File: config.mk
export PLATFORM = sky130hd
export DESIGN_NAME = outlier_rejecting_window_average_top
export DESIGN_NICKNAME = d
export VERILOG_FILES = /design/src/hdl/orwa_pkg.sv /design/src/hdl/orwa_front.sv /design/src/hdl/orwa_queue.sv /design/src/hdl/orwa_div.sv /design/src/hdl/orwa_back.sv /design/src/hdl/outlier_rejecting_window_average_top.sv
export SDC_FILE = /design/constraint.sdc
export NUM_CORES = 1
export LEC_CHECK = 0
export CORE_MARGIN = 8
export CORE_UTILIZATION = 60
export DETAILED_ROUTE_END_ITERATION = 7
export DONT_BUFFER_PORTS = 1
export PLACE_DENSITY = 0.87
export SETUP_SLACK_MARGIN = 0.3
export SLEW_MARGIN = 5
export SYNTH_ARGS = -nofsm -noshare
export SYNTH_HDL_FRONTEND = slang
export SYNTH_SLANG_ARGS = --single-unit
File: constraint.sdc
create_clock -name clk -period 6.41 [get_ports clk]
set_input_delay 1.282 -clock clk [delete_from_list [all_inputs] [get_ports clk]]
set_output_delay 1.282 -clock clk [all_outputs]
set_load 0.02 [all_outputs]
File: src/hdl/orwa_pkg.sv
// ----------------------------------------------------------------------------
// orwa_pkg: shared types and constants of the trimmed window average
// Word formats between the front, the queue, the back and the divider.
// ----------------------------------------------------------------------------
package orwa_pkg;

  localparam int RAW_W     = 16;
  localparam int SAMPLE_W  = 10;
  localparam int PERIOD_W  = 16;
  localparam int PULSE_W   = 16;
  localparam int PROD_W    = PERIOD_W + SAMPLE_W;
  localparam int DIV_W     = 14;
  localparam int DIVISOR_W = 10;

  localparam logic [SAMPLE_W-1:0]  SAMPLE_MAX   = 10'd1023;
  localparam logic [PERIOD_W-1:0]  PERIOD_RESET = 16'd1000;
  localparam int BAND_LO_NUM = 9;
  localparam int BAND_HI_NUM = 11;
  localparam int BAND_RCP    = 26215;
  localparam int BAND_RCP_SH = 18;
  localparam int BAND_PROD_W = 29;

  typedef struct packed {
    logic [SAMPLE_W-1:0] sample;
    logic                oor;
  } q_word_t;

  typedef struct packed {
    logic                 start;
    logic [DIV_W-1:0]     dividend;
    logic [DIVISOR_W-1:0] divisor;
  } div_req_t;

  typedef struct packed {
    logic             busy;
    logic             done;
    logic [DIV_W-1:0] quotient;
  } div_stat_t;

endpackage

File: src/hdl/orwa_front.sv
// ----------------------------------------------------------------------------
// orwa_front: input side of the trimmed window average
// Accepts raw samples, replaces out-of-range readings by zero and flags them.
// ----------------------------------------------------------------------------
module orwa_front (
  input  logic [orwa_pkg::RAW_W-1:0] raw_sample,
  input  logic                       in_valid,
  output logic                       in_ready,
  input  logic                       q_full,
  output logic                       q_push,
  output orwa_pkg::q_word_t          q_word
);
  import orwa_pkg::*;

  logic out_of_range;

  assign out_of_range  = raw_sample > RAW_W'(SAMPLE_MAX);
  assign in_ready      = !q_full;
  assign q_push        = in_valid && !q_full;
  assign q_word.oor    = out_of_range;
  assign q_word.sample = out_of_range ? '0 : raw_sample[SAMPLE_W-1:0];

endmodule

File: src/hdl/orwa_queue.sv
// ----------------------------------------------------------------------------
// orwa_queue: two-word queue between front and back
// Lets the front keep accepting while the back works on an earlier sample.
// ----------------------------------------------------------------------------
module orwa_queue (
  input  logic              clk,
  input  logic              rst,
  input  logic              push,
  input  orwa_pkg::q_word_t push_word,
  output logic              full,
  input  logic              pop,
  output orwa_pkg::q_word_t pop_word,
  output logic              empty
);
  import orwa_pkg::*;

  localparam int DEPTH = 2;

  q_word_t    mem [DEPTH];
  logic       wr_ptr;
  logic       rd_ptr;
  logic [1:0] count;

  assign full     = count == 2'(DEPTH);
  assign empty    = count == 2'd0;
  assign pop_word = mem[rd_ptr];

  always_ff @(posedge clk) begin
    if (push) begin
      mem[wr_ptr] <= push_word;
    end
  end

  always_ff @(posedge clk) begin
    if (rst) begin
      wr_ptr <= 1'b0;
      rd_ptr <= 1'b0;
      count  <= 2'd0;
    end else begin
      if (push) begin
        wr_ptr <= !wr_ptr;
      end
      if (pop) begin
        rd_ptr <= !rd_ptr;
      end
      if (push && !pop) begin
        count <= count + 2'd1;
      end else if (pop && !push) begin
        count <= count - 2'd1;
      end
    end
  end

  a_no_overflow: assert property (@(posedge clk) disable iff (rst)
    push |-> (!full || pop))
    else $error("queue written while full");

  a_no_underflow: assert property (@(posedge clk) disable iff (rst)
    pop |-> !empty)
    else $error("queue read while empty");

endmodule

File: src/hdl/orwa_div.sv
// ----------------------------------------------------------------------------
// orwa_div: restoring divider
// One quotient bit per cycle; done rises when the quotient is ready.
// ----------------------------------------------------------------------------
module orwa_div (
  input  logic                clk,
  input  logic                rst,
  input  orwa_pkg::div_req_t  req,
  output orwa_pkg::div_stat_t stat
);
  import orwa_pkg::*;

  localparam int CNT_W = $clog2(DIV_W);

  logic                 busy;
  logic                 done;
  logic [CNT_W-1:0]     step;
  logic [DIVISOR_W:0]   rem;
  logic [DIV_W-1:0]     quo;
  logic [DIVISOR_W-1:0] dsr;
  logic [DIVISOR_W+1:0] rem_shift;
  logic                 fits;

  assign rem_shift = {rem, quo[DIV_W-1]};
  assign fits      = rem_shift >= {2'b00, dsr};

  assign stat.busy     = busy;
  assign stat.done     = done;
  assign stat.quotient = quo;

  always_ff @(posedge clk) begin
    if (req.start) begin
      rem <= '0;
      quo <= req.dividend;
      dsr <= req.divisor;
    end else if (busy) begin
      if (fits) begin
        rem <= (DIVISOR_W+1)'(rem_shift - {2'b00, dsr});
      end else begin
        rem <= rem_shift[DIVISOR_W:0];
      end
      quo <= {quo[DIV_W-2:0], fits};
    end
  end

  always_ff @(posedge clk) begin
    if (rst) begin
      busy <= 1'b0;
      done <= 1'b0;
      step <= '0;
    end else begin
      done <= 1'b0;
      if (req.start) begin
        busy <= 1'b1;
        step <= '0;
      end else if (busy) begin
        step <= step + CNT_W'(1);
        if (step == CNT_W'(DIV_W - 1)) begin
          busy <= 1'b0;
          done <= 1'b1;
        end
      end
    end
  end

  a_no_restart: assert property (@(posedge clk) disable iff (rst)
    req.start |-> !busy)
    else $error("divider started while busy");

endmodule

File: src/hdl/orwa_back.sv
// ----------------------------------------------------------------------------
// orwa_back: window update, band selection and output register
// Walks the ring window twice per sample and sequences the divider for the level.
// ----------------------------------------------------------------------------
module orwa_back #(
  parameter int WINDOW_LENGTH = 10
) (
  input  logic                          clk,
  input  logic                          rst,
  input  logic [orwa_pkg::PERIOD_W-1:0] period,
  input  logic                          q_empty,
  input  orwa_pkg::q_word_t             q_word,
  output logic                          q_pop,
  output orwa_pkg::div_req_t            div_req,
  input  orwa_pkg::div_stat_t           div_stat,
  input  logic                          out_ready,
  output logic                          out_valid,
  output logic [orwa_pkg::SAMPLE_W-1:0] filtered_level,
  output logic [orwa_pkg::PULSE_W-1:0]  pulse_width_us,
  output logic                          sample_out_of_range,
  output logic                          band_empty
);
  import orwa_pkg::*;

  localparam int IDX_W = $clog2(WINDOW_LENGTH);
  localparam int SUM_W = $clog2(WINDOW_LENGTH * 1023 + 1);
  localparam int CNT_W = $clog2(WINDOW_LENGTH + 1);
  localparam int BND_W = SAMPLE_W + 1;
  localparam logic [IDX_W-1:0] IDX_LAST = IDX_W'(WINDOW_LENGTH - 1);

  localparam int MEAN_SH     = SUM_W + $clog2(WINDOW_LENGTH);
  localparam int MEAN_PROD_W = 2 * SUM_W + 2;
  localparam logic [MEAN_PROD_W-1:0] MEAN_MUL =
    MEAN_PROD_W'((2 ** MEAN_SH + WINDOW_LENGTH - 1) / WINDOW_LENGTH);
  localparam logic [BAND_PROD_W-1:0] LO_MUL = BAND_PROD_W'(BAND_LO_NUM * BAND_RCP);
  localparam logic [BAND_PROD_W-1:0] HI_MUL = BAND_PROD_W'(BAND_HI_NUM * BAND_RCP);

  localparam logic [3:0] S_IDLE    = 4'd0;
  localparam logic [3:0] S_SUM     = 4'd1;
  localparam logic [3:0] S_MEAN    = 4'd2;
  localparam logic [3:0] S_BOUND   = 4'd3;
  localparam logic [3:0] S_BAND    = 4'd4;
  localparam logic [3:0] S_W_LVL   = 4'd5;
  localparam logic [3:0] S_PW_MUL  = 4'd6;
  localparam logic [3:0] S_PW_FOLD = 4'd7;
  localparam logic [3:0] S_OUT     = 4'd8;

  logic [3:0]          state;
  logic [SAMPLE_W-1:0] win [WINDOW_LENGTH];
  logic [IDX_W-1:0]    wp;
  logic [IDX_W-1:0]    idx;
  logic [SUM_W-1:0]    sum;
  logic [SAMPLE_W-1:0] mean;
  logic [BND_W-1:0]    lo;
  logic [BND_W-1:0]    hi;
  logic [SUM_W-1:0]    bsum;
  logic [CNT_W-1:0]    cnt;
  logic [SAMPLE_W-1:0] level;
  logic [SAMPLE_W-1:0] last_level;
  logic [PULSE_W-1:0]  pw;
  logic [PULSE_W-1:0]  pw_q;
  logic [PULSE_W:0]    pw_r;
  logic                oor;
  logic                empty;

  logic [IDX_W-1:0]         wp_next;
  logic [SAMPLE_W-1:0]      win_rd;
  logic [SUM_W-1:0]         sum_next;
  logic                     in_band;
  logic [SUM_W-1:0]         bsum_next;
  logic [CNT_W-1:0]         cnt_next;
  logic [SAMPLE_W-1:0]      q_low;
  logic [MEAN_PROD_W-1:0]   mean_prod;
  logic [BAND_PROD_W-1:0]   lo_prod;
  logic [BAND_PROD_W-1:0]   hi_prod;
  logic [PROD_W-1:0]        pulse_prod;
  logic [PULSE_W-SAMPLE_W:0] pw_carry;
  logic                     out_free;

  assign wp_next    = (wp == IDX_LAST) ? '0 : wp + IDX_W'(1);
  assign win_rd     = win[idx];
  assign sum_next   = sum + SUM_W'(win_rd);
  assign in_band    = ({1'b0, win_rd} >= lo) && ({1'b0, win_rd} <= hi);
  assign bsum_next  = in_band ? bsum + SUM_W'(win_rd) : bsum;
  assign cnt_next   = in_band ? cnt + CNT_W'(1) : cnt;
  assign q_low      = div_stat.quotient[SAMPLE_W-1:0];
  assign mean_prod  = MEAN_PROD_W'(sum) * MEAN_MUL;
  assign lo_prod    = BAND_PROD_W'(mean) * LO_MUL;
  assign hi_prod    = BAND_PROD_W'(mean) * HI_MUL;
  assign pulse_prod = PROD_W'(period) * PROD_W'(level);
  assign pw_carry   = pw_r[PULSE_W:SAMPLE_W];
  assign out_free   = !out_valid || out_ready;
  assign q_pop      = (state == S_IDLE) && !q_empty;

  always_comb begin
    div_req = '0;
    if (state == S_BAND && idx == IDX_LAST && cnt_next != '0) begin
      div_req.start    = 1'b1;
      div_req.dividend = DIV_W'(bsum_next);
      div_req.divisor  = DIVISOR_W'(cnt_next);
    end
  end

  always_ff @(posedge clk) begin
    if (rst) begin
      state      <= S_IDLE;
      wp         <= IDX_LAST;
      idx        <= '0;
      last_level <= '0;
      out_valid  <= 1'b0;
      for (int i = 0; i < WINDOW_LENGTH; i++) begin
        win[i] <= '0;
      end
    end else begin
      if (state == S_OUT && out_free) begin
        out_valid <= 1'b1;
      end else if (out_ready) begin
        out_valid <= 1'b0;
      end
      unique case (state)
        S_IDLE: begin
          if (!q_empty) begin
            win[wp_next] <= q_word.sample;
            wp           <= wp_next;
            oor          <= q_word.oor;
            sum          <= '0;
            idx          <= '0;
            state        <= S_SUM;
          end
        end
        S_SUM: begin
          sum <= sum_next;
          if (idx == IDX_LAST) begin
            state <= S_MEAN;
          end else begin
            idx <= idx + IDX_W'(1);
          end
        end
        S_MEAN: begin
          mean  <= mean_prod[MEAN_SH +: SAMPLE_W];
          state <= S_BOUND;
        end
        S_BOUND: begin
          lo    <= lo_prod[BAND_RCP_SH +: BND_W];
          hi    <= hi_prod[BAND_RCP_SH +: BND_W];
          idx   <= '0;
          bsum  <= '0;
          cnt   <= '0;
          state <= S_BAND;
        end
        S_BAND: begin
          bsum <= bsum_next;
          cnt  <= cnt_next;
          if (idx == IDX_LAST) begin
            if (cnt_next == '0) begin
              level <= last_level;
              empty <= 1'b1;
              state <= S_PW_MUL;
            end else begin
              empty <= 1'b0;
              state <= S_W_LVL;
            end
          end else begin
            idx <= idx + IDX_W'(1);
          end
        end
        S_W_LVL: begin
          if (div_stat.done) begin
            level      <= q_low;
            last_level <= q_low;
            state      <= S_PW_MUL;
          end
        end
        S_PW_MUL: begin
          pw_q  <= pulse_prod[PROD_W-1:SAMPLE_W];
          pw_r  <= (PULSE_W+1)'(pulse_prod[SAMPLE_W-1:0]) +
                   (PULSE_W+1)'(pulse_prod[PROD_W-1:SAMPLE_W]);
          state <= S_PW_FOLD;
        end
        S_PW_FOLD: begin
          if (pw_carry != '0) begin
            pw_q <= pw_q + PULSE_W'(pw_carry);
            pw_r <= (PULSE_W+1)'(pw_r[SAMPLE_W-1:0]) + (PULSE_W+1)'(pw_carry);
          end else begin
            pw    <= (pw_r[SAMPLE_W-1:0] == SAMPLE_MAX) ? pw_q + PULSE_W'(1) : pw_q;
            state <= S_OUT;
          end
        end
        S_OUT: begin
          if (out_free) begin
            filtered_level      <= level;
            pulse_width_us      <= pw;
            sample_out_of_range <= oor;
            band_empty          <= empty;
            state               <= S_IDLE;
          end
        end
        default: begin
          state <= S_IDLE;
        end
      endcase
    end
  end

  a_done_while_waiting: assert property (@(posedge clk) disable iff (rst)
    div_stat.done |-> (state == S_W_LVL))
    else $error("divider result arrived outside a wait state");

  a_empty_repeats_level: assert property (@(posedge clk) disable iff (rst)
    (state == S_OUT && out_free && empty) |=> (filtered_level == last_level))
    else $error("empty band did not repeat the previous level");

endmodule

File: src/hdl/outlier_rejecting_window_average_top.sv
// ----------------------------------------------------------------------------
// outlier_rejecting_window_average_top: trimmed moving average filter
// Averages the window samples inside a ten percent band around the mean.
// ----------------------------------------------------------------------------
// The input channel (in_valid, in_ready, raw_sample) takes one converter word
// per handshake. Each word yields exactly one output word (out_valid,
// out_ready, filtered_level, pulse_width_us, sample_out_of_range, band_empty).
// The configuration channel (cfg_valid, cfg_ready, cfg_data) writes the PWM
// period and is always ready.
// Words pass through a two-word queue into a sequencer that walks the window
// once for the mean and once for the band. The mean and both band limits come
// from constant reciprocal products, the level from a 14-step divider, and
// the pulse width from a shift-and-add division by 1023.
// Reset clears the window to zero, the last level to zero, the period to
// 1000 and empties the queue and the output register.
// When the receiver stalls, the result holds in the output register, the
// sequencer waits, and the queue still takes up to two more words.
// ----------------------------------------------------------------------------
module outlier_rejecting_window_average_top #(
  parameter int WINDOW_LENGTH = 10
) (
  input  logic                          clk,
  input  logic                          rst,
  input  logic                          in_valid,
  output logic                          in_ready,
  input  logic [orwa_pkg::RAW_W-1:0]    raw_sample,
  output logic                          out_valid,
  input  logic                          out_ready,
  output logic [orwa_pkg::SAMPLE_W-1:0] filtered_level,
  output logic [orwa_pkg::PULSE_W-1:0]  pulse_width_us,
  output logic                          sample_out_of_range,
  output logic                          band_empty,
  input  logic                          cfg_valid,
  output logic                          cfg_ready,
  input  logic [orwa_pkg::PERIOD_W-1:0] cfg_data
);
  import orwa_pkg::*;

  logic [PERIOD_W-1:0] period;
  logic                q_full;
  logic                q_empty;
  logic                q_push;
  logic                q_pop;
  q_word_t             push_word;
  q_word_t             pop_word;
  div_req_t            div_req;
  div_stat_t           div_stat;

  assign cfg_ready = 1'b1;

  always_ff @(posedge clk) begin
    if (rst) begin
      period <= PERIOD_RESET;
    end else if (cfg_valid) begin
      period <= cfg_data;
    end
  end

  orwa_front u_front (
    .raw_sample (raw_sample),
    .in_valid   (in_valid),
    .in_ready   (in_ready),
    .q_full     (q_full),
    .q_push     (q_push),
    .q_word     (push_word)
  );

  orwa_queue u_queue (
    .clk       (clk),
    .rst       (rst),
    .push      (q_push),
    .push_word (push_word),
    .full      (q_full),
    .pop       (q_pop),
    .pop_word  (pop_word),
    .empty     (q_empty)
  );

  orwa_div u_div (
    .clk  (clk),
    .rst  (rst),
    .req  (div_req),
    .stat (div_stat)
  );

  orwa_back #(
    .WINDOW_LENGTH (WINDOW_LENGTH)
  ) u_back (
    .clk                 (clk),
    .rst                 (rst),
    .period              (period),
    .q_empty             (q_empty),
    .q_word              (pop_word),
    .q_pop               (q_pop),
    .div_req             (div_req),
    .div_stat            (div_stat),
    .out_ready           (out_ready),
    .out_valid           (out_valid),
    .filtered_level      (filtered_level),
    .pulse_width_us      (pulse_width_us),
    .sample_out_of_range (sample_out_of_range),
    .band_empty          (band_empty)
  );

endmodule

Word-level counts from Yosys, hierarchy flattened
Memories as Yosys holds them, arrays and structs flattened. A register that Yosys moved wholly into a read port is not among the register bits.
Cells that the tools add are included.
- register bits after elaboration: 236
- bits in writable memories: 122
- input port bits: 37
- output and inout bits: 31
- word-level logic and storage cells: 184
- memories: 2
- memory list (name ; words ; width ; read ports ; clocked after memory_dff ; write ports ; line ; text):
    u_back.win ; 10 ; 10 ; 1 ; 1 ; 10 ; orwa_back.sv:49 ; logic [SAMPLE_W-1:0] win [WINDOW_LENGTH];
    u_queue.mem ; 2 ; 11 ; 1 ; 1 ; 1 ; orwa_queue.sv:19 ; q_word_t mem [DEPTH];
- $add $sub $neg: 13
- multipliers: 4
- order comparisons: 4
- eq/ne operators: 22
- muxes and demuxes: 56
- bitwise gates (word level): 4
- reductions and logical operators: 47
- operator list (kind ; number):
    2-to-1 mux 14 bit ; 4
    case mux 14 bit (2 select lines) ; 2
    2-to-1 mux 4 bit ; 13
    2-to-1 mux 10 bit ; 5
    case mux 4 bit (9 select lines) ; 1
    case mux 17 bit (2 select lines) ; 1
    2-to-1 mux 16 bit ; 2
    case mux 16 bit (2 select lines) ; 1
    multiplier 10 x 19 -> 29 bit (second input constant) ; 1
    adder 14 x 10 -> 14 bit ; 2
    multiplier 10 x 18 -> 28 bit (second input constant) ; 1
    multiplier 14 x 15 -> 28 bit (second input constant) ; 1
    multiplier 16 x 10 -> 26 bit ; 1
    2-to-1 mux 25 bit ; 1
    AND reduction 3 bit ; 7
    case mux 10 bit (2 select lines) ; 1
    2-to-1 mux 1 bit ; 18
    adder 10 x 16 -> 17 bit ; 1
    2-to-1 mux 17 bit ; 1
    adder 16 x 1 -> 16 bit (second input constant) ; 1
    adder 16 x 7 -> 16 bit ; 1
    adder 4 x 1 -> 4 bit (second input constant) ; 4
    == test 4 x 3 -> 1 bit (second input constant) ; 4
    == test 4 bit (second input constant) ; 4
    other kinds (34) ; 72

Logic depth before layout (Yosys ltp)
- depth after elaboration: 7
- gate-level depth with buffers: 28
- depth with buffers taken out: 27

By module
From an unflattened synthesis, not the netlist that was laid out.
- cell total of the unflattened synthesis: 3000
- area, all modules: 33493.4 um2
- by module, submodules not included (module ; times used ; cells an instance ; area an instance (um2) ; seq. area each (um2)):
    orwa_back ; 1 ; 2657 ; 29570.9 ; 9909.5
    orwa_div ; 1 ; 215 ; 2200.9 ; 1061.0
    orwa_queue ; 1 ; 56 ; 997.2 ; 760.7
    outlier_rejecting_window_average_top ; 1 ; 54 ; 611.8 ; 320.3
    orwa_front ; 1 ; 18 ; 112.6 ; 0.0

Worst setup path after synthesis
No wires, ideal clock.
- path type: flip-flop to flip-flop
- start: register u_back.level[9]
- end: register u_back.pw_r[10] (data pin)
- library setup time: 0.271 ns
- arrival time: 6.409 ns
- data required time: 6.139 ns
- setup slack: -0.270 ns
- cell stages (with the launch flop): 27
- buffers on the path: 2
- clock period less this slack: 6.680 ns
- cell sequence: edfxtp_1 > clkbuf_1 > nand2_1 > fa_1 > fa_1 > inv_1 > fa_1 > fa_1 > inv_1 > fa_1 > inv_1 > ha_1 > buf_2 > nor3_1 > o311ai_0 > and2_1 > a21boi_0 > a21o_1 > a21oi_1 > xnor2_1 > ha_1 > or3_1 > o21ai_0 > a21oi_1 > a221o_1 > xnor2_1 > o22ai_1
- cells in the longest elaborated chain, start to end: 3
- RTL lines (item ; line ; text):
    from (decl) ; orwa_back.sv:58 ; logic [SAMPLE_W-1:0] level;
    from (signal assigned) ; orwa_back.sv:156 ; level <= last_level;
    from (signal assigned) ; orwa_back.sv:169 ; level <= q_low;
    multiplier 16 x 10 -> 26 bit ; orwa_back.sv:90 ; assign pulse_prod = PROD_W'(period) * PROD_W'(level);
    adder 10 x 16 -> 17 bit ; orwa_back.sv:176 ; pw_r <= (PULSE_W+1)'(pulse_prod[SAMPLE_W-1:0]) +
    case mux 17 bit (2 select lines) ; orwa_back.sv:120 ; unique case (state)
    to (signal assigned) ; orwa_back.sv:176 ;
    to (signal assigned) ; orwa_back.sv:183 ; pw_r <= (PULSE_W+1)'(pw_r[SAMPLE_W-1:0]) + (PULSE_W+1)'(pw_carry);
    to (decl) ; orwa_back.sv:62 ; logic [PULSE_W:0] pw_r;
No other way between the ends.
A chain may end at the register's enable or synchronous reset.

Worst setup path in the final report
- start: register u_back.level[4]
- end: register u_back.pw_r[11] (data pin)
The elaborated chain is that of the path after synthesis.

==> flow_summary_export.csv <==
group,metric,value,unit
run_status,status,"finished with violations",
run_status,violations,"negative setup slack",
sta,fin_crit,6.67,ns
floorplan,io_pins,68,
floorplan,core_area,54900,um^2
sta,hold_viol,0,
logic_synthesis,postSynthAreaPerCell,11.2,um^2
worst_setup_path,critPathKind,"flop to flop",
detailed_routing,dr.pass1.iters,6,
logic_synthesis,synth_compound_area_share,7.29,%
placed_design,port_buffers,0,
logic_synthesis,synthMostInstantiatedCell,"inv_1",
layout,syn2layout_area_growth,11.9,%
grt,grt_use_total,24.7,%
logic_synthesis,synth.area.mux_share,5.62,%
logic_synthesis,synth_top_area_share,31.9,%
placed_design,dp_hpwl,57.6,mm
cts,cts_buffer_depth,3,
detailed_routing,drc,0,
logic_synthesis,mappedNetlistArea,33100,um^2
logic_synthesis,synth-simple-area-share,11.3,%
floorplan,std_cell_rows,86,
worst_setup_path,cp_common_cell,"fa_1",
worst_setup_path,reg2reg_slack,-0.26,ns
logic_synthesis,ys_ff_latch,417,
sta,worstMarginPinSlew,1.22,ns
sta,setup_viol,10,
logic_synthesis,synth_top_flop_cell,"edfxtp_1",
floorplan,die_h,251,um
floorplan,start_util,60.3,%
sta,max_freq,0.150,GHz
logic_synthesis,async_flop_share,0,%
detailed_routing,ant_nets,0,
worst_setup_path,cp-start-kind,"flop",
layout,drive_gt1_share,15.1,%
logic_synthesis,synth_edf_count,352,
logic_synthesis,yosys.area.top_type,"edfxtp_1",
logic_synthesis,syn_inst,2964,
grt,gr-total-overflow,0,
worst_setup_path,reg2reg_to,"u_back.pw_r[11]",
grt,grt_pass1_wl,126,mm
run,maxCapViolations,0,
cts,cts.htree.levels,2,
cts,postCtsHoldBufs,0,
logic_synthesis,synth.distinct_cells,92,
worst_setup_path,cp_max_fo,4,
grt,grt_antenna_before_repair,1,
logic_synthesis,synth_top_family_by_area,"adder cells",
worst_setup_path,crit_arrival,6.99,ns
detailed_routing,drtIter0Drc,1884,
detailed_routing,routedWlPerCell,20.6,um
logic_synthesis,netlist_top_cells_area,"edfxtp_1, fa_1, ha_1, inv_1, dfxtp_1",
logic_synthesis,synth_xor_area_share,3.41,%
sta,rsz0062_at_grt,"true",
logic_synthesis,synth_common_cells,"inv_1, ha_1, edfxtp_1, fa_1, nor2_1",
sta,finalWorstSetupSlack,-0.265,ns
worst_setup_path,slowest_delay,0.54,ns
sta,finalClockSkew,0.0348,ns
worst_setup_path,cpLargestDelayFamily,"adder cells",
grt,grt_pass1_vias,24492,
cts,cts.clk_slew.worst_paths,0.07,ns
hold_path,min_path_cells,0,
worst_setup_path,r2r_cells,25,
cts,cts_tree,"built",
detailed_routing,post_drt_via_cell_ratio,6.02,
worst_setup_path,critical_path_buf_inv_count,5,
worst_setup_path,cp-end-kind,"flop",
floorplan,die-area,62900,um^2
placed_design,place.gp.congestion,0.946,
worst_setup_path,worstPathRequired,6.73,ns
sta,period_share,104,%
logic_synthesis,yosys_warnings,0,
sta,max_slew_margin,18.4,%
hold_path,hold_path_class,"flop to flop",
floorplan,die_w,251,um
cts,clock_latency,0.60,ns
cts,numCtsBuffers,42,
layout,final_nets,3769,
hold_path,hp-start,"u_back.pw[15]",
layout,diodes,0,
detailed_routing,wl,78.9,mm
hold_path,holdPathEnd,"u_back.pulse_width_us[15]",
cts,cts_root_buf,"clkbuf_16",
cts,cts.sinks,417,
grt,grt_max_degree,67,
worst_setup_path,slowest_stage,"fa_1",
layout,final_util,67.5,%
sta,finalMaxSlewViolations,0,
detailed_routing,vias,23024,
worst_setup_path,r2r-start,"u_back.level[4]",
logic_synthesis,yosysSeqAreaShare,35.9,%
logic_synthesis,synthAdderAreaFrac,30.4,%
-- cell usage in the layout, fill, tap and decap left out, types with 15 or more instances in the layout --
cell type | synthesis | routed
inv_1 | 428 | 410
ha_1 | 378 | 360
edfxtp_1 | 352 | 352
fa_1 | 266 | 260
nor2_1 | 239 | 233
nand2_1 | 197 | 184
buf_4 | 4 | 146
and2_1 | 99 | 88
a21oi_1 | 98 | 83
xnor2_1 | 78 | 73
dfxtp_1 | 65 | 61
mux4_2 | 50 | 50
o21ai_0 | 59 | 49
xor2_1 | 51 | 47
clkbuf_16 | 0 | 43
nor3_1 | 44 | 37
a21o_1 | 36 | 36
mux2i_1 | 35 | 35
nand2b_1 | 32 | 32
nor2b_1 | 32 | 30
nand3_1 | 31 | 29
mux2_2 | 27 | 27
nand4_1 | 21 | 21
inv_2 | 1 | 19
and3_1 | 16 | 16
o21a_1 | 15 | 15
a211oi_1 | 16 | 15
buf_6 | 2 | 15
-- how the worst max path moves through the flow --
stage	from	to	slack, ns	cells past startpoint
after floorplan	u_back.level[3]	u_back.pw_r[13]	0.09	25
after detailed placement	u_back.level[6]	u_back.pw_r[9]	-0.19	24
after global placement	u_back.level[6]	u_back.pw_r[10]	-0.03	24
after global routing	u_back.level[4]	u_back.pw_r[10]	-0.44	26
after CTS	u_back.level[4]	u_back.pw_r[15]	-0.03	24
final	u_back.level[4]	u_back.pw_r[11]	-0.26	25
-- cell families after synthesis --
kind of cell	count (synthesis)
xor+xnor	129
compound gates	352
flops	417
simple gates	777
other cells	2
mux	119
fa+ha+maj	644
buf+inv	524
-- what timing repair did --
action	in CTS	in global routing
pin swaps	80	54
buffers inserted	33	19
cloned	1	0
setup endpoints to repair	11	17
endpoints found under the hold margin	0	0
resized for setup	65	61
-- cell type report --
cell class	instances	area, um^2
inverter	430	1610
clock buffer	54	1140
fill	3627	17800
clock inverter	24	315
tap	704	881
sequential	417	11900
multi-input combinational	2032	19900
timing repair buffer	165	1340
-- state kept, by name, summed over array words and instances, names as in the netlist, 11 cells and up, named ones only --
register / flops
u_back.sum: 14
u_back.bsum: 14
u_back.pw_q: 16
u_queue.mem: 22
u_back.win: 160
u_div.quo: 14
u_div.rem: 11
period: 16
u_back.pw_r: 17
u_back.pulse_width_us: 16
u_back.hi: 11
u_back.pw: 16
-- metrics by stage --
stage | hold WS (ns) | TNS (ns) | std cells | instance area (um^2) | setup slack, ns
floorplan | 0.400 | 0 | 2973 | 33400 | 0.0873
global placement | 0.407 | -0.0399 | 3695 | 34700 | -0.0253
detailed placement | 0.405 | -1.26 | 3695 | 34700 | -0.190
CTS | 0.419 | -0.0552 | 3807 | 36700 | -0.0307
global route | 0.427 | -3.68 | 3826 | 37100 | -0.445
finish | 0.417 | -1.70 | 3826 | 37100 | -0.265
-- metal layers --
layer  wire length, um  share of wire (%)  GRT usage [%]  vias to the layer above
met5                12              0.015              0                        -
met4              3330                4.2           9.68                        2
met3              5840                7.4           4.30                      261
met2             39500                 50           43.0                     1064
met1             30200                 38           30.5                    11338
li1                  -                  -              -                    10359
-- worst register-to-register path, delay by kind of cell, from the launching register on --
family	cells	cell delay, ns
adder cells (fa/ha/maj)	7	3.08
AO/OA/AOI/OAI	6	1.46
buffers and inverters	5	0.50
flip-flops	1	0.49
AND/OR/NAND/NOR	5	0.48
XOR/XNOR	2	0.40
Power is left out: the tool's default activity adds up to more than one toggle a clock period on the data nets, which glitch-free logic cannot reach.
